==> config.mk <==
export PLATFORM = sky130hd
export DESIGN_NAME = bmp24_stream_decoder
export DESIGN_NICKNAME = d
export VERILOG_FILES = /design/src/rtl/bsd_pkg.sv /design/src/rtl/bmp24_stream_decoder.sv /design/src/rtl/bsd_front.sv /design/src/rtl/bsd_queue.sv /design/src/rtl/bsd_back.sv
export SDC_FILE = /design/constraint.sdc
export NUM_CORES = 1
export LEC_CHECK = 0
export BUFFER_PORTS_ARGS = -buffer_cell sky130_fd_sc_hd__buf_4
export CAP_MARGIN = 20
export CORE_UTILIZATION = 69
export CTS_BUF_LIST = sky130_fd_sc_hd__clkbuf_4
export CTS_CLUSTER_SIZE = 30
export DETAILED_ROUTE_END_ITERATION = 10
export HOLD_SLACK_MARGIN = 0.15
export PLACE_DENSITY_LB_ADDON = 0.2
export SYNTH_ARGS = -nofsm -noshare
export SYNTH_HDL_FRONTEND = slang
export SYNTH_SLANG_ARGS = --single-unit
==> constraint.sdc <==
create_clock -name clk -period 15.9 [get_ports clk]
set_clock_uncertainty 0.05 [all_clocks]
set_input_delay 4.77 -clock clk [delete_from_list [all_inputs] [get_ports clk]]
set_output_delay 4.77 -clock clk [all_outputs]
set_load 0.005 [all_outputs]
==> src/rtl/bsd_pkg.sv <==
`default_nettype none

package bsd_pkg;

    localparam int unsigned MAX_WIDTH  = 4096;
    localparam int unsigned MAX_HEIGHT = 4096;

    localparam logic [7:0] SIG_FIRST  = 8'h42;
    localparam logic [7:0] SIG_SECOND = 8'h4D;

    localparam logic [31:0] HDR_SIZE_INFO = 32'd40;
    localparam logic [31:0] HDR_SIZE_CORE = 32'd12;
    localparam logic [31:0] HDR_SIZE_OS2  = 32'd64;
    localparam logic [31:0] HDR_SIZE_V4   = 32'd108;
    localparam logic [31:0] HDR_SIZE_V5   = 32'd124;

    localparam logic [31:0] HDR_END_INFO = 32'd54;
    localparam logic [31:0] HDR_END_CORE = 32'd26;

    localparam logic [15:0] BPP_24 = 16'd24;

    localparam int QUEUE_DEPTH = 4;
    localparam int QUEUE_AW    = $clog2(QUEUE_DEPTH);

    typedef enum logic [2:0] {
        PH_IDLE,
        PH_HEAD,
        PH_SKIP,
        PH_PIX,
        PH_DONE
    } phase_t;

    typedef enum logic [1:0] {
        TOK_PIXEL_BYTE,
        TOK_HEADER,
        TOK_ERROR
    } tok_kind_t;

    typedef enum logic [1:0] {
        KIND_PIXEL  = 2'd0,
        KIND_HEADER = 2'd1,
        KIND_ERROR  = 2'd2
    } kind_t;

    typedef enum logic [3:0] {
        ERR_NONE      = 4'd0,
        ERR_SIGNATURE = 4'd1,
        ERR_OS2V2     = 4'd2,
        ERR_V4        = 4'd3,
        ERR_V5        = 4'd4,
        ERR_UNKNOWN   = 4'd5,
        ERR_BPP       = 4'd6,
        ERR_COMPRESS  = 4'd7,
        ERR_SIZE      = 4'd8,
        ERR_OFFSET    = 4'd9
    } err_t;

    typedef struct packed {
        tok_kind_t   tkind;
        logic [7:0]  data;
        logic [12:0] width;
        logic [12:0] height;
        logic        last;
        err_t        err;
    } token_t;

endpackage

`default_nettype wire

==> src/rtl/bmp24_stream_decoder.sv <==
`default_nettype none

// Channel   Ports                                         Transfer when
// input     data_byte, first_byte                         push && !full
// result    kind, red, green, blue, column, row,          pop && !empty
//           last_pixel, image_width, image_height,
//           error_code
//
// One byte is taken every clock while full is low; the parser in the front
// part settles each byte in the cycle it arrives. A result is registered
// first in a four-entry token queue and then, through the pixel assembler,
// in the output register.
// Reset clears all control state at once; there is no clearing pass.
// When pop is held low the output register holds, the queue fills, and full
// rises after four more bytes that produce tokens.

module bmp24_stream_decoder (
    input  wire logic        clk,
    input  wire logic        rst_n,
    input  wire logic        push,
    output logic             full,
    input  wire logic [7:0]  data_byte,
    input  wire logic        first_byte,
    output logic             empty,
    input  wire logic        pop,
    output logic [1:0]       kind,
    output logic [7:0]       red,
    output logic [7:0]       green,
    output logic [7:0]       blue,
    output logic [11:0]      column,
    output logic [11:0]      row,
    output logic             last_pixel,
    output logic [12:0]      image_width,
    output logic [12:0]      image_height,
    output logic [3:0]       error_code
);

    bsd_pkg::token_t front_tok, head_tok;
    logic front_valid;
    logic accept;
    logic q_full, q_empty, q_pop;

    assign full   = q_full;
    assign accept = push && !q_full;

    bsd_front u_front (
        .clk        (clk),
        .rst_n      (rst_n),
        .accept     (accept),
        .data_byte  (data_byte),
        .first_byte (first_byte),
        .tok        (front_tok),
        .tok_valid  (front_valid)
    );

    bsd_queue u_queue (
        .clk     (clk),
        .rst_n   (rst_n),
        .wr_en   (accept && front_valid),
        .wr_tok  (front_tok),
        .rd_en   (q_pop),
        .rd_tok  (head_tok),
        .q_full  (q_full),
        .q_empty (q_empty)
    );

    bsd_back u_back (
        .clk          (clk),
        .rst_n        (rst_n),
        .tok          (head_tok),
        .tok_avail    (!q_empty),
        .tok_take     (q_pop),
        .pop          (pop),
        .empty        (empty),
        .kind         (kind),
        .red          (red),
        .green        (green),
        .blue         (blue),
        .column       (column),
        .row          (row),
        .last_pixel   (last_pixel),
        .image_width  (image_width),
        .image_height (image_height),
        .error_code   (error_code)
    );

    // A token is only taken when the output register is free or being emptied.
    a_take_needs_room: assert property (@(posedge clk) disable iff (!rst_n)
        q_pop |-> (empty || pop))
        else $error("token taken while a result waits");

    a_take_needs_token: assert property (@(posedge clk) disable iff (!rst_n)
        q_pop |-> !q_empty)
        else $error("token taken from an empty queue");

    a_full_not_empty: assert property (@(posedge clk) disable iff (!rst_n)
        q_full |-> !q_empty)
        else $error("queue full and empty at once");

    a_error_clean: assert property (@(posedge clk) disable iff (!rst_n)
        (!empty && kind == bsd_pkg::KIND_ERROR) |->
            (!last_pixel && red == 8'd0 && image_width == 13'd0))
        else $error("error result carries pixel or header data");

endmodule

`default_nettype wire

==> src/rtl/bsd_front.sv <==
`default_nettype none

module bsd_front (
    input  wire logic           clk,
    input  wire logic           rst_n,
    input  wire logic           accept,
    input  wire logic [7:0]     data_byte,
    input  wire logic           first_byte,
    output bsd_pkg::token_t     tok,
    output logic                tok_valid
);

    bsd_pkg::phase_t phase_reg, phase_next;
    logic [31:0] pos_reg, pos_next;
    logic [31:0] shift_reg, shift_next;
    logic [31:0] offset_reg, offset_next;
    logic        short_reg, short_next;
    logic [12:0] width_reg, width_next;
    logic [12:0] height_reg, height_next;

    // State as seen by this byte: a first byte restarts the parser.
    bsd_pkg::phase_t eff_phase;
    logic [31:0] eff_pos, eff_shift, eff_offset;
    logic        eff_short;
    logic [12:0] eff_width, eff_height;

    logic [15:0] fld16;
    logic [31:0] pos_inc;
    bsd_pkg::err_t hdr_err;
    logic        hdr_fin;
    logic [31:0] hdr_end;
    logic        set_offset, set_short_val, set_short, set_width, set_height;
    logic [12:0] new_dim;
    logic        img_empty;

    always_comb
    begin
        if (first_byte)
        begin
            eff_phase  = bsd_pkg::PH_HEAD;
            eff_pos    = '0;
            eff_shift  = '0;
            eff_offset = '0;
            eff_short  = 1'b0;
            eff_width  = '0;
            eff_height = '0;
        end
        else
        begin
            eff_phase  = phase_reg;
            eff_pos    = pos_reg;
            eff_shift  = shift_reg;
            eff_offset = offset_reg;
            eff_short  = short_reg;
            eff_width  = width_reg;
            eff_height = height_reg;
        end
    end

    logic [31:0] shifted;
    assign shifted   = {data_byte, eff_shift[31:8]};
    assign fld16     = shifted[31:16];
    assign pos_inc   = eff_pos + 32'd1;
    assign img_empty = (eff_width == '0) || (eff_height == '0);

    // Header checks; each field on its last byte, signature per byte.
    always_comb
    begin
        hdr_err       = bsd_pkg::ERR_NONE;
        hdr_fin       = 1'b0;
        hdr_end       = bsd_pkg::HDR_END_INFO;
        set_offset    = 1'b0;
        set_short     = 1'b0;
        set_short_val = 1'b0;
        set_width     = 1'b0;
        set_height    = 1'b0;
        new_dim       = '0;
        if (eff_pos == 32'd0 && data_byte != bsd_pkg::SIG_FIRST)
        begin
            hdr_err = bsd_pkg::ERR_SIGNATURE;
        end
        else if (eff_pos == 32'd1 && data_byte != bsd_pkg::SIG_SECOND)
        begin
            hdr_err = bsd_pkg::ERR_SIGNATURE;
        end
        else if (eff_pos == 32'd13)
        begin
            set_offset = 1'b1;
        end
        else if (eff_pos == 32'd17)
        begin
            if (shifted == bsd_pkg::HDR_SIZE_INFO)
            begin
                set_short = 1'b1;
            end
            else if (shifted == bsd_pkg::HDR_SIZE_CORE)
            begin
                set_short     = 1'b1;
                set_short_val = 1'b1;
            end
            else if (shifted == bsd_pkg::HDR_SIZE_OS2)
            begin
                hdr_err = bsd_pkg::ERR_OS2V2;
            end
            else if (shifted == bsd_pkg::HDR_SIZE_V4)
            begin
                hdr_err = bsd_pkg::ERR_V4;
            end
            else if (shifted == bsd_pkg::HDR_SIZE_V5)
            begin
                hdr_err = bsd_pkg::ERR_V5;
            end
            else
            begin
                hdr_err = bsd_pkg::ERR_UNKNOWN;
            end
        end
        else if (!eff_short)
        begin
            if (eff_pos == 32'd21)
            begin
                if (shifted > bsd_pkg::MAX_WIDTH)
                    hdr_err = bsd_pkg::ERR_SIZE;
                else
                begin
                    set_width = 1'b1;
                    new_dim   = shifted[12:0];
                end
            end
            else if (eff_pos == 32'd25)
            begin
                if (shifted > bsd_pkg::MAX_HEIGHT)
                    hdr_err = bsd_pkg::ERR_SIZE;
                else
                begin
                    set_height = 1'b1;
                    new_dim    = shifted[12:0];
                end
            end
            else if (eff_pos == 32'd29)
            begin
                if (fld16 != bsd_pkg::BPP_24)
                    hdr_err = bsd_pkg::ERR_BPP;
            end
            else if (eff_pos == 32'd31)
            begin
                if (fld16 != 16'd0)
                    hdr_err = bsd_pkg::ERR_COMPRESS;
                else
                    hdr_fin = 1'b1;
            end
        end
        else
        begin
            hdr_end = bsd_pkg::HDR_END_CORE;
            if (eff_pos == 32'd19)
            begin
                if (32'(fld16) > bsd_pkg::MAX_WIDTH)
                    hdr_err = bsd_pkg::ERR_SIZE;
                else
                begin
                    set_width = 1'b1;
                    new_dim   = fld16[12:0];
                end
            end
            else if (eff_pos == 32'd21)
            begin
                if (32'(fld16) > bsd_pkg::MAX_HEIGHT)
                    hdr_err = bsd_pkg::ERR_SIZE;
                else
                begin
                    set_height = 1'b1;
                    new_dim    = fld16[12:0];
                end
            end
            else if (eff_pos == 32'd25)
            begin
                if (fld16 != bsd_pkg::BPP_24)
                    hdr_err = bsd_pkg::ERR_BPP;
                else
                    hdr_fin = 1'b1;
            end
        end
        // A data offset inside the header cannot be reached on a stream.
        if (hdr_fin && eff_offset < hdr_end)
        begin
            hdr_fin = 1'b0;
            hdr_err = bsd_pkg::ERR_OFFSET;
        end
    end

    // Next state.
    always_comb
    begin
        phase_next  = phase_reg;
        pos_next    = pos_reg;
        shift_next  = shift_reg;
        offset_next = offset_reg;
        short_next  = short_reg;
        width_next  = width_reg;
        height_next = height_reg;
        if (accept)
        begin
            phase_next  = eff_phase;
            pos_next    = eff_pos;
            shift_next  = eff_shift;
            offset_next = eff_offset;
            short_next  = eff_short;
            width_next  = eff_width;
            height_next = eff_height;
            unique case (eff_phase) inside
                bsd_pkg::PH_HEAD:
                begin
                    pos_next   = pos_inc;
                    shift_next = shifted;
                    if (set_offset)
                        offset_next = shifted;
                    if (set_short)
                        short_next = set_short_val;
                    if (set_width)
                        width_next = new_dim;
                    if (set_height)
                        height_next = new_dim;
                    if (hdr_err != bsd_pkg::ERR_NONE)
                        phase_next = bsd_pkg::PH_DONE;
                    else if (hdr_fin)
                    begin
                        if (img_empty)
                            phase_next = bsd_pkg::PH_DONE;
                        else if (pos_inc == eff_offset)
                            phase_next = bsd_pkg::PH_PIX;
                        else
                            phase_next = bsd_pkg::PH_SKIP;
                    end
                end
                bsd_pkg::PH_SKIP:
                begin
                    pos_next = pos_inc;
                    if (pos_inc == eff_offset)
                        phase_next = bsd_pkg::PH_PIX;
                end
                bsd_pkg::PH_PIX:
                begin
                    pos_next = pos_inc;
                end
                bsd_pkg::PH_IDLE, bsd_pkg::PH_DONE:
                begin
                end
                default:
                begin
                    phase_next = bsd_pkg::PH_IDLE;
                end
            endcase
        end
    end

    // Token toward the back part.
    always_comb
    begin
        tok        = '0;
        tok.tkind  = bsd_pkg::TOK_PIXEL_BYTE;
        tok.data   = data_byte;
        tok.width  = eff_width;
        tok.height = eff_height;
        tok.last   = img_empty;
        tok.err    = hdr_err;
        tok_valid  = 1'b0;
        unique case (eff_phase)
            bsd_pkg::PH_HEAD:
            begin
                if (hdr_err != bsd_pkg::ERR_NONE)
                begin
                    tok.tkind = bsd_pkg::TOK_ERROR;
                    tok_valid = 1'b1;
                end
                else if (hdr_fin)
                begin
                    tok.tkind = bsd_pkg::TOK_HEADER;
                    tok_valid = 1'b1;
                end
            end
            bsd_pkg::PH_PIX:
            begin
                tok_valid = 1'b1;
            end
            default:
            begin
                tok_valid = 1'b0;
            end
        endcase
    end

    always_ff @(posedge clk or negedge rst_n)
    begin
        if (!rst_n)
        begin
            phase_reg  <= bsd_pkg::PH_IDLE;
            pos_reg    <= '0;
            shift_reg  <= '0;
            offset_reg <= '0;
            short_reg  <= 1'b0;
            width_reg  <= '0;
            height_reg <= '0;
        end
        else
        begin
            phase_reg  <= phase_next;
            pos_reg    <= pos_next;
            shift_reg  <= shift_next;
            offset_reg <= offset_next;
            short_reg  <= short_next;
            width_reg  <= width_next;
            height_reg <= height_next;
        end
    end

endmodule

`default_nettype wire

==> src/rtl/bsd_queue.sv <==
`default_nettype none

module bsd_queue (
    input  wire logic              clk,
    input  wire logic              rst_n,
    input  wire logic              wr_en,
    input  wire bsd_pkg::token_t   wr_tok,
    input  wire logic              rd_en,
    output bsd_pkg::token_t        rd_tok,
    output logic                   q_full,
    output logic                   q_empty
);

    bsd_pkg::token_t slot_reg [bsd_pkg::QUEUE_DEPTH];
    logic [bsd_pkg::QUEUE_AW-1:0] wr_ptr_reg, wr_ptr_next;
    logic [bsd_pkg::QUEUE_AW-1:0] rd_ptr_reg, rd_ptr_next;
    logic [bsd_pkg::QUEUE_AW:0]   count_reg, count_next;
    logic do_wr, do_rd;

    assign q_full  = (count_reg == (bsd_pkg::QUEUE_AW+1)'(bsd_pkg::QUEUE_DEPTH));
    assign q_empty = (count_reg == '0);
    assign do_wr   = wr_en && !q_full;
    assign do_rd   = rd_en && !q_empty;
    assign rd_tok  = slot_reg[rd_ptr_reg];

    always_comb
    begin
        wr_ptr_next = wr_ptr_reg;
        rd_ptr_next = rd_ptr_reg;
        count_next  = count_reg;
        if (do_wr)
            wr_ptr_next = (wr_ptr_reg == bsd_pkg::QUEUE_AW'(bsd_pkg::QUEUE_DEPTH - 1))
                        ? '0 : wr_ptr_reg + bsd_pkg::QUEUE_AW'(1);
        if (do_rd)
            rd_ptr_next = (rd_ptr_reg == bsd_pkg::QUEUE_AW'(bsd_pkg::QUEUE_DEPTH - 1))
                        ? '0 : rd_ptr_reg + bsd_pkg::QUEUE_AW'(1);
        if (do_wr && !do_rd)
            count_next = count_reg + (bsd_pkg::QUEUE_AW+1)'(1);
        else if (do_rd && !do_wr)
            count_next = count_reg - (bsd_pkg::QUEUE_AW+1)'(1);
    end

    always_ff @(posedge clk or negedge rst_n)
    begin
        if (!rst_n)
        begin
            wr_ptr_reg <= '0;
            rd_ptr_reg <= '0;
            count_reg  <= '0;
        end
        else
        begin
            wr_ptr_reg <= wr_ptr_next;
            rd_ptr_reg <= rd_ptr_next;
            count_reg  <= count_next;
        end
    end

    always_ff @(posedge clk)
    begin
        if (do_wr)
            slot_reg[wr_ptr_reg] <= wr_tok;
    end

endmodule

`default_nettype wire

==> src/rtl/bsd_back.sv <==
`default_nettype none

module bsd_back (
    input  wire logic              clk,
    input  wire logic              rst_n,
    input  wire bsd_pkg::token_t   tok,
    input  wire logic              tok_avail,
    output logic                   tok_take,
    input  wire logic              pop,
    output logic                   empty,
    output logic [1:0]             kind,
    output logic [7:0]             red,
    output logic [7:0]             green,
    output logic [7:0]             blue,
    output logic [11:0]            column,
    output logic [11:0]            row,
    output logic                   last_pixel,
    output logic [12:0]            image_width,
    output logic [12:0]            image_height,
    output logic [3:0]             error_code
);

    logic        active_reg, active_next;
    logic [12:0] width_reg, width_next;
    logic [12:0] height_reg, height_next;
    logic [13:0] w3_reg, w3_next;
    logic [13:0] stride_reg, stride_next;
    logic [11:0] col_reg, col_next;
    logic [12:0] row_cnt_reg, row_cnt_next;
    logic [13:0] rbc_reg, rbc_next;
    logic [1:0]  chan_reg, chan_next;
    logic [7:0]  held_blue_reg, held_blue_next;
    logic [7:0]  held_green_reg, held_green_next;

    logic        out_valid_reg, out_valid_next;
    logic [1:0]  kind_reg, kind_next;
    logic [7:0]  red_reg, red_next, green_reg, green_next, blue_reg, blue_next;
    logic [11:0] column_reg, column_next, row_reg, row_next;
    logic        last_reg, last_next;
    logic [12:0] iw_reg, iw_next, ih_reg, ih_next;
    logic [3:0]  err_reg, err_next;

    logic        emit;
    logic [13:0] tok_w3;
    logic [13:0] rbc_inc;
    logic [12:0] row_inc;

    assign tok_take = tok_avail && (!out_valid_reg || pop);
    assign tok_w3   = {tok.width, 1'b0} + {1'b0, tok.width};
    assign rbc_inc  = rbc_reg + 14'd1;
    assign row_inc  = row_cnt_reg + 13'd1;

    always_comb
    begin
        active_next     = active_reg;
        width_next      = width_reg;
        height_next     = height_reg;
        w3_next         = w3_reg;
        stride_next     = stride_reg;
        col_next        = col_reg;
        row_cnt_next    = row_cnt_reg;
        rbc_next        = rbc_reg;
        chan_next       = chan_reg;
        held_blue_next  = held_blue_reg;
        held_green_next = held_green_reg;
        emit            = 1'b0;
        kind_next       = kind_reg;
        red_next        = red_reg;
        green_next      = green_reg;
        blue_next       = blue_reg;
        column_next     = column_reg;
        row_next        = row_reg;
        last_next       = last_reg;
        iw_next         = iw_reg;
        ih_next         = ih_reg;
        err_next        = err_reg;
        if (tok_take)
        begin
            unique case (tok.tkind)
                bsd_pkg::TOK_HEADER:
                begin
                    active_next  = !tok.last;
                    width_next   = tok.width;
                    height_next  = tok.height;
                    w3_next      = tok_w3;
                    stride_next  = (tok_w3 + 14'd3) & ~14'd3;
                    col_next     = '0;
                    row_cnt_next = '0;
                    rbc_next     = '0;
                    chan_next    = '0;
                    emit         = 1'b1;
                    kind_next    = bsd_pkg::KIND_HEADER;
                    red_next     = '0;
                    green_next   = '0;
                    blue_next    = '0;
                    column_next  = '0;
                    row_next     = '0;
                    last_next    = tok.last;
                    iw_next      = tok.width;
                    ih_next      = tok.height;
                    err_next     = bsd_pkg::ERR_NONE;
                end
                bsd_pkg::TOK_ERROR:
                begin
                    active_next = 1'b0;
                    emit        = 1'b1;
                    kind_next   = bsd_pkg::KIND_ERROR;
                    red_next    = '0;
                    green_next  = '0;
                    blue_next   = '0;
                    column_next = '0;
                    row_next    = '0;
                    last_next   = 1'b0;
                    iw_next     = '0;
                    ih_next     = '0;
                    err_next    = tok.err;
                end
                bsd_pkg::TOK_PIXEL_BYTE:
                begin
                    if (active_reg)
                    begin
                        if (rbc_reg < w3_reg)
                        begin
                            if (chan_reg == 2'd0)
                            begin
                                held_blue_next = tok.data;
                                chan_next      = 2'd1;
                            end
                            else if (chan_reg == 2'd1)
                            begin
                                held_green_next = tok.data;
                                chan_next       = 2'd2;
                            end
                            else
                            begin
                                emit        = 1'b1;
                                kind_next   = bsd_pkg::KIND_PIXEL;
                                red_next    = tok.data;
                                green_next  = held_green_reg;
                                blue_next   = held_blue_reg;
                                column_next = col_reg;
                                row_next    = row_cnt_reg[11:0];
                                last_next   = ({1'b0, col_reg} + 13'd1 == width_reg)
                                           && (row_inc == height_reg);
                                iw_next     = '0;
                                ih_next     = '0;
                                err_next    = bsd_pkg::ERR_NONE;
                                col_next    = col_reg + 12'd1;
                                chan_next   = 2'd0;
                            end
                        end
                        // Padding bytes fall through here and only advance the count.
                        rbc_next = rbc_inc;
                        if (rbc_inc >= stride_reg)
                        begin
                            rbc_next     = '0;
                            col_next     = '0;
                            chan_next    = '0;
                            row_cnt_next = row_inc;
                            if (row_inc >= height_reg)
                                active_next = 1'b0;
                        end
                    end
                end
                default:
                begin
                    active_next = active_reg;
                end
            endcase
        end
        if (emit)
            out_valid_next = 1'b1;
        else if (pop)
            out_valid_next = 1'b0;
        else
            out_valid_next = out_valid_reg;
    end

    always_ff @(posedge clk or negedge rst_n)
    begin
        if (!rst_n)
        begin
            active_reg    <= 1'b0;
            out_valid_reg <= 1'b0;
            col_reg       <= '0;
            row_cnt_reg   <= '0;
            rbc_reg       <= '0;
            chan_reg      <= '0;
        end
        else
        begin
            active_reg    <= active_next;
            out_valid_reg <= out_valid_next;
            col_reg       <= col_next;
            row_cnt_reg   <= row_cnt_next;
            rbc_reg       <= rbc_next;
            chan_reg      <= chan_next;
        end
    end

    always_ff @(posedge clk)
    begin
        width_reg      <= width_next;
        height_reg     <= height_next;
        w3_reg         <= w3_next;
        stride_reg     <= stride_next;
        held_blue_reg  <= held_blue_next;
        held_green_reg <= held_green_next;
        kind_reg       <= kind_next;
        red_reg        <= red_next;
        green_reg      <= green_next;
        blue_reg       <= blue_next;
        column_reg     <= column_next;
        row_reg        <= row_next;
        last_reg       <= last_next;
        iw_reg         <= iw_next;
        ih_reg         <= ih_next;
        err_reg        <= err_next;
    end

    assign empty        = !out_valid_reg;
    assign kind         = kind_reg;
    assign red          = red_reg;
    assign green        = green_reg;
    assign blue         = blue_reg;
    assign column       = column_reg;
    assign row          = row_reg;
    assign last_pixel   = last_reg;
    assign image_width  = iw_reg;
    assign image_height = ih_reg;
    assign error_code   = err_reg;

endmodule

`default_nettype wire

## After elaboration in Yosys (flattened, before gate mapping)

Memories as Yosys holds them, arrays and structs flattened.
Cells that the tools add are included.

| storage, ports and cells | value |
|---|---|
| output and inout port bits | 83 |
| bits in latches | 0 |
| bits in writable memories | 164 |
| bits of input ports | 13 |
| bits in registers | 317 |
| word-level logic and storage cells | 330 |
| memory bits (read-only) | 0 |
| memories | 1 |

| cells by class | value |
|---|---|
| $lt $le $gt $ge | 6 |
| shift operators | 0 |
| $add $sub $neg | 11 |
| multipliers | 0 |
| equality and inequality tests | 37 |
| bitwise logic cells | 1 |
| div/mod/pow operators | 0 |
| reduce and logical (&&, ||, !) cells | 46 |
| muxes and demuxes | 196 |

Memory list:

| memory | words | bits a word | rd ports | clocked after Yosys merged registers in | wr ports | RTL line | RTL |
|---|---|---|---|---|---|---|---|
| u_queue.slot_reg | 4 | 41 | 1 | 0 | 1 | bsd_queue.sv:14 | `bsd_pkg::token_t slot_reg [bsd_pkg::QUEUE_DEPTH];` |

Operators by type and width:

| kind | number |
|---|---|
| two-way mux 32 bit | 11 |
| two-way mux 13 bit | 23 |
| == test 32 x 5 -> 1 bit (second input constant) | 6 |
| two-way mux 12 bit | 13 |
| == test 32 x 7 -> 1 bit (second input constant) | 3 |
| two-way mux 8 bit | 12 |
| two-way mux 4 bit | 22 |
| one-hot mux 13 bit (3 select lines) | 2 |
| one-hot mux 12 bit (2 select lines) | 3 |
| two-way mux 1 bit | 71 |
| == test 32 x 4 -> 1 bit (second input constant) | 2 |
| one-hot mux 8 bit (2 select lines) | 3 |
| adder 32 x 1 -> 32 bit (second input constant) | 1 |
| == test 32 x 1 -> 1 bit (second input constant) | 1 |
| == test 32 bit | 1 |
| == test 32 x 6 -> 1 bit (second input constant) | 1 |
| greater-than comparator 32 x 13 -> 1 bit (second input constant) | 1 |
| logical NOT 32 bit | 1 |
| < comparator 32 bit | 1 |
| two-way mux 3 bit | 10 |
| two-way mux 14 bit | 2 |
| one-hot mux 14 bit (2 select lines) | 1 |
| == test 13 bit | 2 |
| logical NOT 13 bit | 2 |
| 50 further kinds | 102 |

## Depth between registers and ports, before layout

| logic depth | value |
|---|---|
| depth in word-level cells | 23 |
| mapped depth | 30 |

## By module

From an unflattened synthesis, not the netlist that was laid out.

| unflattened totals | value |
|---|---|
| cell total of the unflattened synthesis | 2010 |
| area, all modules | 24054.3 um^2 |

By module, submodules not included:

| module | times used | cells each | area an instance (um^2) |
|---|---|---|---|
| bsd_back | 1 | 783 | 9678.0 |
| bsd_front | 1 | 972 | 8006.4 |
| bsd_queue | 1 | 252 | 6351.1 |
| bmp24_stream_decoder | 1 | 3 | 18.8 |

## Worst setup path before layout

OpenSTA, ideal clock, no wires.

| timing path | value |
|---|---|
| kind | input to register |
| from | input port first_byte |
| to | memory u_queue.slot_reg[3][0] in the netlist's numbering (enable) |
| data arrival time | 9860 ps |
| path slack | 5588 ps |
| library setup time | 402 ps |
| stages | 24 |
| cells stage by stage | buf_6 -> buf_8 -> buf_6 -> buf_2 -> buf_1 -> clkbuf_1 -> buf_1 -> nor2b_1 -> ha_1 -> clkbuf_1 -> and4b_1 -> a41oi_1 -> o211ai_1 -> nand3_1 -> nand2_1 -> ha_1 -> a21oi_1 -> a21oi_1 -> o32ai_1 -> a32oi_1 -> o21ai_1 -> nor3_2 -> a31oi_2 -> and2_1 |

RTL lines:

| element | RTL line | RTL |
|---|---|---|
| start, declared | bmp24_stream_decoder.sv:23 | `input wire logic first_byte,` |
| end, declared | bsd_queue.sv:14 |  |

==> results.json <==
{
  "slew_headroom": 0.269,
  "synth_largest_type_area_fraction": 0.392,
  "timing_limited_maximum_frequency_mhz": 102,
  "place.port_buffers": 95,
  "clkSlewWorstSetupHoldPaths_ns": 0.08,
  "cts_tree": "yes",
  "outcome": "completed",
  "fp.dieArea_um2": 35400,
  "ctsResizeCount": 0,
  "share_of_the_yosys_chip_area_belonging_to_registers": 0.568,
  "drive_above_1_share": 0.181,
  "route.detailed.drc": 0,
  "yosysMostFrequentCell": "edfxtp_1",
  "critPathLaunch": "first_byte",
  "cts.path.max_buffers": 3,
  "fp.dieW_um": 188,
  "post-cts-setup-buffer-count": 0,
  "leakagePower_nw": 10.5,
  "chipHeight_um": 188,
  "gp_congestion": 0.945,
  "cts_num_sinks": 480,
  "detailedPlacementHpwl_mm": 40.5,
  "route.antenna.remaining_nets": 0,
  "wl_mm": 59.7,
  "timing.rr.end": "u_queue.slot_reg[3][29]",
  "grt.total_usage": 0.346,
  "utilization": 0.781,
  "syn_inst": 2016,
  "synth_async_sr_flop_share": 0.350,
  "min_period_ns": 9.78,
  "wl_per_cell_um": 22.4,
  "num_io_pins": 96,
  "timing.hold.ws_ns": 0.438,
  "worst_slew_pin_slew_ns": 1.10,
  "worst-endpoint-arrival_ns": 10.13,
  "cts_root_buffer": "clkbuf_4",
  "global_route.overflow_total": 0,
  "synth_top_flop_cell": "edfxtp_1",
  "drt_first_pass_iters": 6,
  "setup_ws_ns": 6.12,
  "synth_common_cells": "312 x edfxtp_1, 203 x nand2_1, 168 x dfrtp_1",
  "critPathCapture": "u_queue.slot_reg[3][29]",
  "powerDensity_nw_per_um2": 175,
  "largest_reg_flops": 164,
  "timing.final.max_slew_violations": 0,
  "final_min_period_over_clock_period": 0.615,
  "placedInstanceArea_um2": 24900,
  "synth-edff-count": 312,
  "postSynthNetCount": 2102,
  "final-setup-viol-count": 0,
  "yosys_warnings": 0,
  "hold_viol": 0,
  "grt_setup_unrepaired": "no",
  "cell_variety_after_synth": 89,
  "crit_path_launch_type": "primary input",
  "syn2layout_area_growth_pct": 10.3,
  "number_of_global_route_vias_before_repair": 17200,
  "initial_antenna_violation_count": 2,
  "synth.largest_area_cell": "edfxtp_1",
  "netlist_area_um2": 23900,
  "core-area_um2": 33800,
  "dp_worst_setup_slack_ns": 5.38,
  "min-delay-path-class": "flop to flop",
  "depth_of_the_worst_register_to_register_path": 15,
  "pin_count_of_the_biggest_net_entering_global_routing": 94,
  "totalNegativeSetupSlack_ns": 0,
  "timing.reg2reg.setup_slack_ns": 10.51,
  "initial_utilization": 0.708,
  "cts_made_buffers": 116,
  "fin_area_um2": 26400,
  "final_nets": 2226,
  "htree_num_levels": 3,
  "timing.setup.critical_path_class": "primary input to flop",
  "vias_per_cell": 6.55,
  "syn_avg_cell_area_um2": 11.9,
  "synth_area_leaders": "edfxtp_1 39%, dfrtp_1 18%, mux4_2 3.9%, ha_1 3.7%, nand2_1 3.2%",
  "first_pass_grt_wire_length_mm": 94.3,
  "timing.critical_path.to_type": "flop",
  "timing.rr.start": "u_front.pos_reg[2]",
  "detail_route.iter0.violations": 1672,
  "clock_latency_ns": 0.85,
  "crit_fanout": 85,
  "synth.ff_latch_count": 480,
  "max_cap_viol_count": 0,
  "holdBufCountCts": 0,
  "cp.required_ns": 16.24,
  "dr_total_vias": 17500,
  "std_cell_rows": 67,
  "irDropWorstVdd_mv": 0.141
}
==> layout by cell type (no fill, tap or decap), types with 9 or more instances in the layout <==
cell type | netlist | layout
edfxtp_1 | 312 | 312
nand2_1 | 203 | 203
dfrtp_1 | 168 | 167
clkbuf_4 | 0 | 163
o21ai_0 | 136 | 136
buf_4 | 5 | 113
and2_1 | 97 | 92
nor2_1 | 85 | 84
inv_1 | 75 | 75
ha_1 | 71 | 70
xnor2_1 | 69 | 69
nand3_1 | 56 | 56
a22oi_1 | 52 | 52
nor2b_1 | 44 | 44
mux4_2 | 41 | 41
a21oi_1 | 43 | 41
xor2_1 | 38 | 38
nor3_1 | 33 | 33
nor4_1 | 32 | 32
nand4_1 | 30 | 30
a22o_1 | 25 | 25
and3_1 | 22 | 22
clkinv_1 | 0 | 22
a21o_1 | 18 | 18
a31oi_1 | 14 | 14
o31ai_1 | 13 | 13
a211oi_1 | 13 | 13
mux2_2 | 12 | 12
nand2b_1 | 12 | 11
mux2i_1 | 11 | 11
o21a_1 | 10 | 10
or4_1 | 9 | 9
o211ai_1 | 9 | 9
o21ai_2 | 9 | 9
==> layer usage <==
metal | up-vias | wire length [µm] | GRT usage
met2 | 960 | 29300 | 0.572
li1 | 7823 | - | -
met4 | 0 | 2780 | 0.159
met1 | 8517 | 22800 | 0.449
met3 | 192 | 4760 | 0.0599
met5 | - | 0 | 0
==> power by group <==
part	leakage (nW)	total [W]	internal, W	switching (W)
Clock	0.853	0.000993	0.000504	0.000489
Sequential	5.26	0.00197	0.00176	0.000209
Combinational	4.37	0.00165	0.000662	0.000987
Total	10.5	0.00461	0.00293	0.00169
==> critical path: stages <==
cell,delay (ns)
buf_4,0.45
buf_4,0.72
o21bai_1,0.35
nand2_1,0.20
o211ai_1,0.30
nand3_1,0.11
nand2_1,0.12
inv_1,0.08
ha_1,0.19
nor4_1,0.16
nand4_1,0.11
o32ai_1,0.61
a32oi_1,0.10
o21ai_1,0.30
nor3_2,0.15
a31oi_2,0.35
and2_2,0.95
==> area by class of cell <==
class / count / area [µm²]
multi-input combinational: 1349 / 9590
fill: 2088 / 7410
clock buffer: 163 / 1220
clock inverter: 35 / 215
antenna: 3 / 7.51
timing repair buffer: 118 / 917
sequential: 480 / 13600
inverter: 75 / 282
tap: 448 / 561
==> through the flow <==
stage / instances / total power (W)
finish: 2671 / 0.00461
global route: 2671 / 0.00484
CTS: 2664 / 0.00459
detailed placement: 2466 / 0.00359
global placement: 2466 / 0.00351
floorplan: 2016 / 0.00298
==> cells by family after synthesis <==
family                   Yosys count  synth area share
AO/OA/AOI/OAI                    420             0.118
XOR/XNOR                         107            0.0392
adder cells (fa/ha/maj)           73            0.0388
buffers and inverters            187            0.0331
flip-flops                       480             0.568
multiplexers                      64            0.0489
AND/OR/NAND/NOR                  685             0.154
==> worst min-delay path by stage <==
stage                                      start                      to  slack, ns  cells after the start
after floorplan           u_front.height_reg[10]  u_front.height_reg[10]       0.39                      2
after global placement    u_front.height_reg[10]  u_front.height_reg[10]       0.41                      2
after detailed placement  u_front.height_reg[10]  u_front.height_reg[10]       0.43                      2
after CTS                  u_front.height_reg[9]   u_front.height_reg[9]       0.44                      2
after global routing      u_front.height_reg[10]  u_front.height_reg[10]       0.47                      2
final                     u_front.height_reg[10]  u_front.height_reg[10]       0.44                      2
Power figures use the tool's default switching activity.
